File: src/hdl/tie_pkg.sv
// shared types and constants for the thread instruction executor
package tie_pkg;

    typedef enum logic [3:0] {
        OP_ADD    = 4'd0,
        OP_SUB    = 4'd1,
        OP_MUL    = 4'd2,
        OP_DIV    = 4'd3,
        OP_MOV    = 4'd4,
        OP_STORE  = 4'd5,
        OP_LOAD   = 4'd6,
        OP_HALT   = 4'd7,
        OP_LOADID = 4'd8,
        OP_JUMP   = 4'd9,
        OP_BEQ    = 4'd10,
        OP_NOP    = 4'd11
    } opcode_t;

    localparam logic [1:0] ST_RUNNING = 2'd0;
    localparam logic [1:0] ST_HALTED  = 2'd1;
    localparam logic [1:0] ST_ENDED   = 2'd2;

    localparam logic CFG_THREAD_ID      = 1'b0;
    localparam logic CFG_PROGRAM_LENGTH = 1'b1;

    typedef struct packed {
        logic [3:0]  opcode;
        logic [3:0]  dest_index;
        logic        first_is_immediate;
        logic [30:0] first_operand;
        logic        second_is_immediate;
        logic [30:0] second_operand;
        logic [9:0]  branch_target;
    } in_item_t;

    typedef struct packed {
        logic [10:0]        next_pc;
        logic [1:0]         run_status;
        logic               reg_written;
        logic [3:0]         written_index;
        logic signed [31:0] written_value;
    } out_item_t;

    // controller to datapath
    typedef struct packed {
        logic load_item;   // capture item, read sources
        logic exec;        // register product and load data, start divide
        logic commit;      // write back and form result
        logic clear_step;  // clearing sweep of the data memory
    } dp_cmd_t;

    // datapath to controller
    typedef struct packed {
        logic skip;        // halted or past the end
        logic is_div;
        logic div_done;
        logic clear_last;
    } dp_stat_t;

endpackage

File: src/hdl/tie_controller.sv
// controller: sequences clear sweep, fetch, execute and result handshake
module tie_controller
    import tie_pkg::*;
(
    input  logic     clk,
    input  logic     rst_n,
    input  logic     in_valid,
    output logic     in_stall,
    output logic     out_valid,
    input  logic     out_stall,
    output dp_cmd_t  cmd,
    input  dp_stat_t stat
);

    typedef enum logic [2:0] {
        S_CLEAR, S_IDLE, S_EXEC, S_WAIT, S_COMMIT
    } state_t;

    state_t state_reg;
    logic   out_valid_reg;
    logic   accept;
    logic   out_free;

    assign out_free = !out_valid_reg || !out_stall;
    assign in_stall = !(state_reg == S_IDLE);
    assign accept   = in_valid && (state_reg == S_IDLE);

    always_comb
    begin
        cmd            = '0;
        cmd.load_item  = accept;
        cmd.exec       = state_reg == S_EXEC;
        cmd.clear_step = state_reg == S_CLEAR;
        cmd.commit     = (state_reg == S_COMMIT) && out_free;
    end

    always_ff @(posedge clk or negedge rst_n)
    begin
        if (!rst_n)
        begin
            state_reg     <= S_CLEAR;
            out_valid_reg <= 1'b0;
        end
        else
        begin
            if ((state_reg == S_COMMIT) && out_free)
                out_valid_reg <= 1'b1;
            else if (out_valid_reg && !out_stall)
                out_valid_reg <= 1'b0;
            case (state_reg)
                S_CLEAR:  if (stat.clear_last) state_reg <= S_IDLE;
                S_IDLE:   if (accept) state_reg <= S_EXEC;
                S_EXEC:
                    if (stat.is_div && !stat.skip)
                        state_reg <= S_WAIT;
                    else
                        state_reg <= S_COMMIT;
                S_WAIT:   if (stat.div_done) state_reg <= S_COMMIT;
                S_COMMIT: if (out_free) state_reg <= S_IDLE;
                default:  state_reg <= S_IDLE;
            endcase
        end
    end

    assign out_valid = out_valid_reg;

endmodule

File: config.mk
export PLATFORM = sky130hd
export DESIGN_NAME = tie_controller
export DESIGN_NICKNAME = d
export VERILOG_FILES = /design/src/hdl/tie_pkg.sv /design/src/hdl/tie_controller.sv
export SDC_FILE = /design/constraint.sdc
export NUM_CORES = 1
export LEC_CHECK = 0
export BUFFER_PORTS_ARGS = -buffer_cell sky130_fd_sc_hd__buf_2
export CAP_MARGIN = 10
export CELL_PAD_IN_SITES_DETAIL_PLACEMENT = 1
export CELL_PAD_IN_SITES_GLOBAL_PLACEMENT = 2
export CORE_AREA = 2 2 39 41
export CTS_CLUSTER_DIAMETER = 40
export DETAILED_ROUTE_END_ITERATION = 6
export DIE_AREA = 0 0 41 43
export PLACE_DENSITY = 0.68
export SLEW_MARGIN = 20
export SYNTH_ARGS = -nofsm -noshare
export SYNTH_HDL_FRONTEND = slang
export SYNTH_SLANG_ARGS = --single-unit
File: constraint.sdc
create_clock -name clk -period 1.8 [get_ports clk]
set_clock_uncertainty 0.15 [all_clocks]
set_input_delay 0.36 -clock clk [delete_from_list [all_inputs] [get_ports clk]]
set_output_delay 0.36 -clock clk [all_outputs]
set_load 0.01 [all_outputs]
==> results list, run 1 <==
- Counting distinct cell types in the post-synthesis netlist gives 17.
- The path class of the tightest hold or removal check is input pin to register.
- First-pass iteration count of the detailed router: 2
- Die Ht: 43 um
- Most common cell after layout, fill and taps aside: sky130_fd_sc_hd__buf_2
- Rel. slew slack: 0.8330
- The wire-length estimate of the detail-placed layout is 502.2 um.
- At the pin with the least slew margin, the transition time is 0.2500 ns.
- Power spread over the standard cell area amounts to 1577 mW/mm2.
- The initial antenna violation count came to 0.
* Endpoint required time on the critical path: 1.29 ns
* Cell types with the largest area share after synthesis: sky130_fd_sc_hd__dfrtp_1 39%, sky130_fd_sc_hd__a211oi_2 9.7%, sky130_fd_sc_hd__nor3_1 5.8%
- The detailed router placed 255 vias in this run.
- The total count of hold-check failures in the final report is 0.
- The slowest stage of the critical path is the sky130_fd_sc_hd__dfrtp_2 cell.
- STA classifies the critical path startpoint as a register.
- Count of pins over their slew limit: 0
- Peak clock frequency supported by timing: 0.5953 GHz
- After synthesis the cells add up to 257.7 um2.
- The worst setup path is captured at a primary output.
- Of the post-synthesis cell area, the dominant cell type holds 0.3883.
- The worst hold path was traced through 3 stages.
- Number of vias per cell: 4.180
- Grt total ovfl: 0
- Post-route setup TNS: 0 ns
- Total DRC errors in the routed layout: 0
- Share of the cycle needed by the critical path after routing: 0.9332
- Delay of the slowest cell on the worst path: 0.45 ns
* Number of nets in the finished design: 55
* Maximum number of pins on one net before global-route repair: 9
- Number of buffers created by CTS: 3
* Cells after Synth: 30
* CP max FO: 6
- The later pin in the worst-skew pair is clocked with a latency of 0.23 ns.
- Number of register bits inferred by synthesis: 4
- Buffer and inverter count on the worst path: 1
- Number of warnings issued by yosys: 0
- The top cell types in the final layout, fill and taps aside, are 13 x sky130_fd_sc_hd__buf_2, 4 x sky130_fd_sc_hd__nand2_1, 3 x sky130_fd_sc_hd__nor3_1, 3 x sky130_fd_sc_hd__clkbuf_4, 3 x sky130_fd_sc_hd__dfrtp_1.
- Across the run, the number of max-cap violations was 0.
- Gate family responsible for the most delay along the worst path: flip-flops
- Pin placement for this block handled 14 I/O pins.
- Setup repair after global routing missed its margin: false
- The number of nets handed over by synthesis was 38.
- The congestion estimate from routability-driven global placement came to 0.6237.
- Cells along the critical path: nor2_2 -> nand2_1 -> a21oi_1 -> buf_2
- Min Clock Period, post-route: 1.680 ns
* Total global routing track utilization: 0.09284
- Library cell with the largest summed area after synthesis: sky130_fd_sc_hd__dfrtp_1
- The floorplan has 14 rows.
- Share of final-layout standard cells stronger than drive strength 1: 0.4889
* Maximum clock path buffer count: 2
- Final Routed Wirelength: 600 um
- Via count of the first global-routing pass: 273
- The share of the Yosys chip area taken by registers is 0.3883.
- The first global-routing pass estimated 1048 um of wire.
- Mean routed wirelength per cell: 9.836 um
* Worst IR drop on VDD: 0.4480 mV
* Startpoint-to-endpoint class of the critical path: register to primary output
- In this run the number of H-tree levels came out at 1.
- CTS tree: built
* Clock root cell: sky130_fd_sc_hd__clkbuf_4
- After floorplanning, the core was sized to cover 0.001384 mm2.
* Clock slew at the register clock pins of the worst setup and hold paths: 0.04 ns
- Syn avg cell area: 8.592 um2
- The area growth from synthesis to layout is 42.72%.
- Die area: 0.001763 mm2
- From left edge to right edge, the die measures 41 um.
- Across all hold checks on the routed design, the worst slack comes to 0.2382 ns.
- The critical path crosses 4 cells after its start point.
* Antenna Violating Nets Remaining: 0
- The register with the most flip-flops in the layout has 3 of them.
- At the worst endpoint, the arrival time is 1.17 ns.
- R2r worst-path depth: 3
- The run finished with clean final reports.
- Starting utilization of the core area: 0.1863
- TritonCTS sink count: 4
- Summed over all cells, the static leakage comes to 0.1857 nW.
* Number of port buffers: 13
* Count of final setup violators: 0
- Number of DRC violations after detailed-routing iteration 0: 2
* Number of inserted diodes: 0
## power by group
part / internal (W) / leakage (nW) / switching [W] / total [W]
Clock: 0.0000744 / 0.0138 / 0.0000335 / 0.000108
Combinational: 0.000127 / 0.123 / 0.000138 / 0.000265
Sequential: 0.000133 / 0.0489 / 0.0000745 / 0.000208
## stage by stage
step	utilization	setup slack [ns]	power, W	instance area, um2	cells
floorplan	-	0.4202	0.0003840	257.7	30
global placement	0.2396	0.3143	0.0004732	331.6	57
detailed placement	0.2396	0.3101	0.0004698	331.6	57
CTS	0.2631	0.05374	0.0005878	364.1	61
global route	0.2658	0.005705	0.0006427	367.9	61
finish	0.2658	0.1202	0.0005803	367.9	61
## tightest hold or removal path: stages
cell and delay (ns):
sky130_fd_sc_hd__buf_2 0.10, sky130_fd_sc_hd__nand2_1 0.07, sky130_fd_sc_hd__nand2_1 0.06
## worst paths after layout
| path | startpoint | end | slack (ns) |
|---|---|---|---|
| setup / recovery | state_reg[1]$_DFFE_PN0P_ | cmd[1] | 0.12 |
| hold / removal | out_stall | out_valid$_DFFE_PN0P_ | 0.24 |
| setup reg to reg | state_reg[0]$_DFFE_PN0P_ | state_reg[2]$_DFFE_PN0P_ | 0.56 |
| hold reg to reg | out_valid$_DFFE_PN0P_ | out_valid$_DFFE_PN0P_ | 0.40 |
| max in group asynchronous | rst_n | state_reg[1]$_DFFE_PN0P_ | 1.06 |
| min in group asynchronous | rst_n | out_valid$_DFFE_PN0P_ | 0.31 |
## cells in the mapped netlist
| master | instances |
|---|---|
| sky130_fd_sc_hd__a32oi_1 | 1 |
| sky130_fd_sc_hd__inv_1 | 2 |
| sky130_fd_sc_hd__clkbuf_1 | 1 |
| sky130_fd_sc_hd__nor3_1 | 3 |
| sky130_fd_sc_hd__o21ai_0 | 2 |
| sky130_fd_sc_hd__mux2i_1 | 1 |
| sky130_fd_sc_hd__nand3_1 | 2 |
| sky130_fd_sc_hd__nor2b_1 | 1 |
| sky130_fd_sc_hd__dfrtp_1 | 4 |
| sky130_fd_sc_hd__a211oi_2 | 2 |
| sky130_fd_sc_hd__nor2_1 | 2 |
| sky130_fd_sc_hd__nor2b_4 | 1 |
| sky130_fd_sc_hd__inv_2 | 1 |
| sky130_fd_sc_hd__o2bb2ai_1 | 1 |
| sky130_fd_sc_hd__nand2_1 | 4 |
| sky130_fd_sc_hd__a21oi_1 | 1 |
| sky130_fd_sc_hd__buf_4 | 1 |
## timing repair
item	in CTS	in global routing
endpoints found under the hold margin	4	0
gates resized for setup	0	2
endpoints found under the setup margin	0	1
setup buffers	0	0
hold buffers	1	0
## final cells by class
class,instances,area [um2]
clock buffers,3,22.52
inverters,3,11.26
flip-flops and latches,4,101.3
repair buffers,14,75.07
well taps,16,20.02
multi-input cells,21,137.6
fillers,191,1016
## per-layer routing
layer / track usage / routed length, um / up-vias
li1: - / - / 134
met2: 0.1063 / 286 / 6
met5: 0 / 0 / -
met1: 0.1209 / 277 / 115
met4: 0.08000 / 0 / 0
met3: 0.04712 / 35 / 0
## kinds of logic (layout without fill, tap and decap cells)
group,Yosys count,count (layout),share of synthesized area
flops,4,4,0.3884
mux,1,1,0.03884
buf+inv,5,20,0.08737
compound gates,7,7,0.2233
simple gates,13,13,0.2621
(Power assumes the default switching activity.)
==> run 2: changes to the inputs <==
--- a/config.mk
+++ b/config.mk
@@ -6,4 +6,5 @@
 export NUM_CORES = 1
 export LEC_CHECK = 0
+export ABC_AREA = 0
 export BUFFER_PORTS_ARGS = -buffer_cell sky130_fd_sc_hd__buf_2
 export CAP_MARGIN = 10
--- a/constraint.sdc
+++ b/constraint.sdc
@@ -3,3 +3,3 @@
 set_input_delay 0.36 -clock clk [delete_from_list [all_inputs] [get_ports clk]]
 set_output_delay 0.36 -clock clk [all_outputs]
-set_load 0.01 [all_outputs]
+set_load 0.02 [all_outputs]
==> run 2 against run 1 <==
Via count stayed put. Final cell count unchanged. First-iteration DRC count stayed put. Largest power group unchanged.
==> results list, run 2 (synthesized netlist as in run 1, its figures left out) <==
- Across all setup checks in the final design, the least slack found is 0.09598 ns.
- The worst register-to-register path has a setup slack of 0.58 ns.
- The final-report max-slew violation count was 0.
- Counting along the longest clock path gives a buffer depth of 2.
* Placed wire-length estimate: 502.2 um
- R2r worst-path depth: 3
- The flow ran to the end, and the final reports show no timing, DRC or antenna violations.
- The worst register-to-register path begins at state_reg[0]$_DFFE_PN0P_.
- In the global route stage, overall resource usage came out at 0.09284.
- Startpoint-to-endpoint class of the critical path: register to primary output
- Measured against its own limit, the worst slew margin works out to 0.8330.
* Most frequent cells in the layout: 12 x sky130_fd_sc_hd__buf_2, 4 x sky130_fd_sc_hd__nand2_1, 3 x sky130_fd_sc_hd__nor3_1, 3 x sky130_fd_sc_hd__clkbuf_4
- For this block, the routed nets add up to 600 um of wire.
- CP Capture Type: primary output
- In this run the number of H-tree levels came out at 1.
* Grt total ovfl: 0
- TritonCTS built the clock tree.
- Number of DRC violations after detailed-routing iteration 0: 2
- Weighted congestion reported at the end of routability-driven placement: 0.6237
- Least-Margin Pin Slew: 0.2500 ns
- Leakage component of the power: 0.1848 nW
- Number of inserted diodes: 0
* Clock Latency Late Sink: 0.23 ns
- At the worst endpoint, the arrival time is 1.19 ns.
- 14 I/O pins were placed.
* Terminating pin of the worst hold path: out_valid$_DFFE_PN0P_
- Setup Buffers After CTS: 0
* Endpoint required time on the critical path: 1.29 ns
* Global-route wire length before repair: 1048 um
* Total DRC errors in the routed layout: 0
- The root buffer cell chosen for the clock tree is sky130_fd_sc_hd__clkbuf_4.
- CP max FO: 6
- Of the available clock period, the critical path in the final layout requires 0.9467.
- Worst hold path class: input pin to register
- Excluding fillers, the count of instances in the completed layout stands at 61.
- The library cell used most frequently in the layout, excluding fill and tap cells, is sky130_fd_sc_hd__buf_2.
- Max-capacitance violation count: 0
- In this run, placement finished with an instance count of 57.
* Capture point of the worst reg-to-reg path: state_reg[2]$_DFFE_PN0P_
- Antenna violations before repair: 0
* Share of final-layout standard cells stronger than drive strength 1: 0.5111
- Min Clock Period, post-route: 1.704 ns
* Worst IR drop on VDD: 0.4636 mV
* Count of final setup violators: 0
- The initialized floorplan defines 14 standard-cell rows.
- Via count: 255
- Antenna Violating Nets Remaining: 0
* Die area: 0.001763 mm2
- In this run the power density over the cells is 1690 mW/mm2.
- Peak clock frequency supported by timing: 0.5868 GHz
* Area Growth Syn to Fin: 44.17%
* Number of port buffers: 13
- Maximum number of pins on one net before global-route repair: 9
- First-pass iteration count of the detailed router: 2
- Clock slew at the register clock pins of the worst setup and hold paths: 0.04 ns
- After detailed placement, the total cell area comes to 331.6 um2.
* Die Ht: 43 um
- Mean routed wirelength per cell: 9.836 um
- Number of vias per cell: 4.180
- Setup WS pre-CTS: 0.2765 ns
- Counting the buffers created by CTS gives 3.
- In this run the most critical hold path is launched from out_stall.
- Measured along the x axis, the die boundary spans 41 um.
- Number of failing hold endpoints at the final stage: 0
- In this run the standard cell core region covers 0.001384 mm2.
* Starting utilization of the core area: 0.1863
- STA classifies the critical path startpoint as a register.
- Number of nets in the finished design: 55
- Number of flip-flops in the largest register: 3
* TritonCTS sink count: 4
- Summing all non-filler instances in the final layout gives an area of 371.6 um2.
- Via count of the first global-routing pass: 273
- Number of cells on the worst hold path: 3
==> run 2: cell counts in the layout (fill, tap and decap cells not counted) <==
No cell type changed its count.
==> run 2: layout make-up <==
type                            instances  area [um2]
Fill cell                             191        1012
Multi-Input combinational cell         21       137.6
Sequential cell                         4       102.6
Timing Repair Buffer                   14       77.57
Clock buffer                            3       22.52
Tap cell                               16       20.02
Inverter                                3       11.26
==> run 2: metrics by stage <==
step                setup TNS [ns]    util  power [W]  hold slack (ns)
floorplan                        0       -  0.0004265         -0.08559
global placement                 0  0.2396  0.0005158          0.01799
detailed placement               0  0.2396  0.0005124          0.01979
CTS                              0  0.2631  0.0006304           0.2347
global route             -0.009730  0.2685  0.0006903           0.2507
finish                           0  0.2685  0.0006280           0.2382
==> run 2: worst max-delay path, cell delays in order, from the launching register on <==
cell                      delay, ns
sky130_fd_sc_hd__dfrtp_2       0.45
sky130_fd_sc_hd__nor2_2        0.14
sky130_fd_sc_hd__nand2_1       0.09
sky130_fd_sc_hd__a21oi_1       0.13
sky130_fd_sc_hd__buf_4         0.15
==> run 2: what timing repair did <==
action,in CTS,in global routing
hold endpoints to repair,4,0
resized for setup,0,4
endpoints found under the setup margin,0,1
hold buffers,1,0
==> run 2: power by group <==
part | leakage, nW | switching [W] | internal (W) | total (W)
Combinational | 0.123 | 0.000180 | 0.000130 | 0.000310
Clock | 0.0138 | 0.0000335 | 0.0000744 | 0.000108
Sequential | 0.0481 | 0.0000745 | 0.000135 | 0.000210
Total | 0.185 | 0.000288 | 0.000340 | 0.000628
==> run 2: worst max-delay path by stage <==
stage                                   from     end  slack [ns]  cells after the start
finish              state_reg[1]$_DFFE_PN0P_  cmd[1]         0.1                      4
global route        state_reg[1]$_DFFE_PN0P_  cmd[1]       -0.01                      4
CTS                 state_reg[1]$_DFFE_PN0P_  cmd[1]        0.02                      4
detailed placement  state_reg[1]$_DFFE_PN0P_  cmd[1]        0.28                      4
global placement    state_reg[1]$_DFFE_PN0P_  cmd[1]        0.28                      4
floorplan           state_reg[2]$_DFFE_PN0P_  cmd[0]        0.26                      2
==> run 2: routing by layer <==
layer  wire [um]  part of all wire  track usage
met5           0                 0            0
met4           0                 0      0.08000
met3          35             0.058      0.04712
met2         287              0.48       0.1063
met1         277              0.46       0.1209
==> run 3: changes to the inputs <==
- clock period: 1.8 -> 1.92 ns (I/O delays scaled with it)
==> run 3 against run 2 <==
First-iteration DRC count rose by 50%. Clock-buffer cell count stayed put. Design area is 2.0% lower. Sequential share of layout area decreased by 0.12 points. Global-route usage is 0.72 points lower. Worst hold slack gained 0.024 ns. Highest routed layer unchanged.
==> results list, run 3 (synthesized netlist as in run 1, its figures left out) <==
* Die area: 0.001763 mm2
* Number of inserted diodes: 0
* Setup repair after global routing missed its margin: false
* Count of pins over their slew limit: 0
- H-tree levels: 1
* Core Region: 0.001384 mm2
* Most common cell after layout, fill and taps aside: sky130_fd_sc_hd__buf_2
- Total global routing track utilization: 0.08560
* CP max FO: 6
- The tree built by TritonCTS fans out to 4 sinks.
- Entering global routing, the biggest net connects 9 pins.
* Delay of the slowest cell on the worst path: 0.44 ns
* Ports: 14
- Setup Buffers After CTS: 0
- Number of vias per cell: 4.295
* Die width: 41 um
* Number of buffers created by CTS: 3
- Min Clock Period, post-route: 1.769 ns
- Post-route setup TNS: 0 ns
- Setup slack closes at 0.1509 ns.
- Final Routed Wirelength: 595 um
- Dividing the detail-routed wire length by the instance count gives 9.754 um.
* Number of placed cells counting well taps: 57
- Grt total ovfl: 0
- The die is 43 um tall.
* Area Growth Syn to Fin: 41.26%
- The slowest stage of the critical path belongs to the cell sky130_fd_sc_hd__dfrtp_1.
* Share of final-layout standard cells stronger than drive strength 1: 0.4444
* Max-capacitance violation count: 0
- Via count: 262
- Summed over all cells, the static leakage comes to 0.1869 nW.
* Most frequent cells in the layout: 13 x sky130_fd_sc_hd__buf_2, 4 x sky130_fd_sc_hd__nand2_1, 4 x sky130_fd_sc_hd__dfrtp_1
- Startpoint-to-endpoint class of the critical path: register to primary output
* Peak clock frequency supported by timing: 0.5653 GHz
- CTS tree: built
- For this design the ratio of total power to cell area is 1583 mW/mm2.
* Clock slew at the register clock pins of the worst setup and hold paths: 0.04 ns
- The clock passes through at most 2 buffers.
* First-pass iteration count of the detailed router: 2
- FP Rows: 14
* Count of final setup violators: 0
- For this configuration, the core starts out at a cell density of 0.1863.
- Critical Path Source Type: register
- The via count of the first global-routing pass is 277.
- Clock root cell: sky130_fd_sc_hd__clkbuf_4
- Number of port buffers: 13
- At the end of routability-driven placement, the weighted congestion stood at 0.6460.
* Endpoint required time on the critical path: 1.39 ns
* Number of DRC violations after detailed-routing iteration 0: 3
- Finished Layout Cells: 61
- Total power: 0.0005765 W
- Global-route wire length before repair: 1035 um
- STA classifies the critical path endpoint as a primary output.
- Detailed placement ended at an HPWL of 512.6 um.
- Rel. slew slack: 0.8323
- Share of the cycle needed by the critical path after routing: 0.9214
- Number of flip-flops in the largest register: 3
- The count of nets left with antenna violations once routing finished came out at 0.
- At the worst endpoint, the arrival time is 1.24 ns.
- Antenna violations before repair: 0
- Outcome: finished, final reports clean
* Least-Margin Pin Slew: 0.2511 ns
- After the last flow step, the layout net total stands at 55.
* Number of failing hold endpoints at the final stage: 0
- Clock Latency Late Sink: 0.23 ns
* Setup WS pre-CTS: 0.3754 ns
- Cells along the critical path: nor2_1 -> nand2_1 -> a21oi_1 -> buf_2
* Worst IR drop on VDD: 0.4029 mV
- Total DRC errors in the routed layout: 0
- In this run the worst hold path is classified as input pin to register.
## run 3: metrics by stage
step	util	cell area (um2)	hold WS, ns
CTS	0.2631	364.1	0.2594
global placement	0.2396	331.6	0.04194
finish	0.2631	364.1	0.2624
global route	0.2631	364.1	0.2964
floorplan	-	257.7	-0.06159
detailed placement	0.2396	331.6	0.04219
## run 3: timing repair
item	in CTS	in global routing
resized for setup	0	0
endpoints found under the hold margin	4	0
hold buffers	1	0
## run 3: layout make-up
cell class              count  area (um2)
multi-input cells          21       135.1
inverters                   3       11.26
fillers                   177        1020
repair buffers             14       75.07
clock buffers               3       22.52
well taps                  16       20.02
flip-flops and latches      4       100.1
## run 3: worst max-delay path: cells and delay by family (launching register included)
family	cells	cell delay [ns]
flops	1	0.44
simple gates	2	0.27
buf+inv	1	0.17
compound gates	1	0.12
## run 3: path summary, 6_finish.rpt
check | start | endpoint | slack (ns) | cells after the start
max | state_reg[1]$_DFFE_PN0P_ | cmd[1] | 0.15 | 4
min | out_stall | out_valid$_DFFE_PN0P_ | 0.26 | 3
max reg2reg | state_reg[0]$_DFFE_PN0P_ | state_reg[2]$_DFFE_PN0P_ | 0.69 | 3
min reg2reg | out_valid$_DFFE_PN0P_ | out_valid$_DFFE_PN0P_ | 0.40 | 2
max in group asynchronous | rst_n | state_reg[0]$_DFFE_PN0P_ | 1.17 | 2
min in group asynchronous | rst_n | state_reg[2]$_DFFE_PN0P_ | 0.33 | 2
## run 3: per-layer routing
layer  vias up  part of all wire  global-route usage
met5         -                 0                   0
met4         0                 0             0.04000
met3         0             0.044             0.03141
met2         6              0.49              0.1250
met1       120              0.47              0.1071
li1        136                 -                   -
## run 3: power by group
group | switching, W | internal, W
clock network | 0.0000307 | 0.0000697
registers | 0.0000656 | 0.000123
logic | 0.000170 | 0.000118
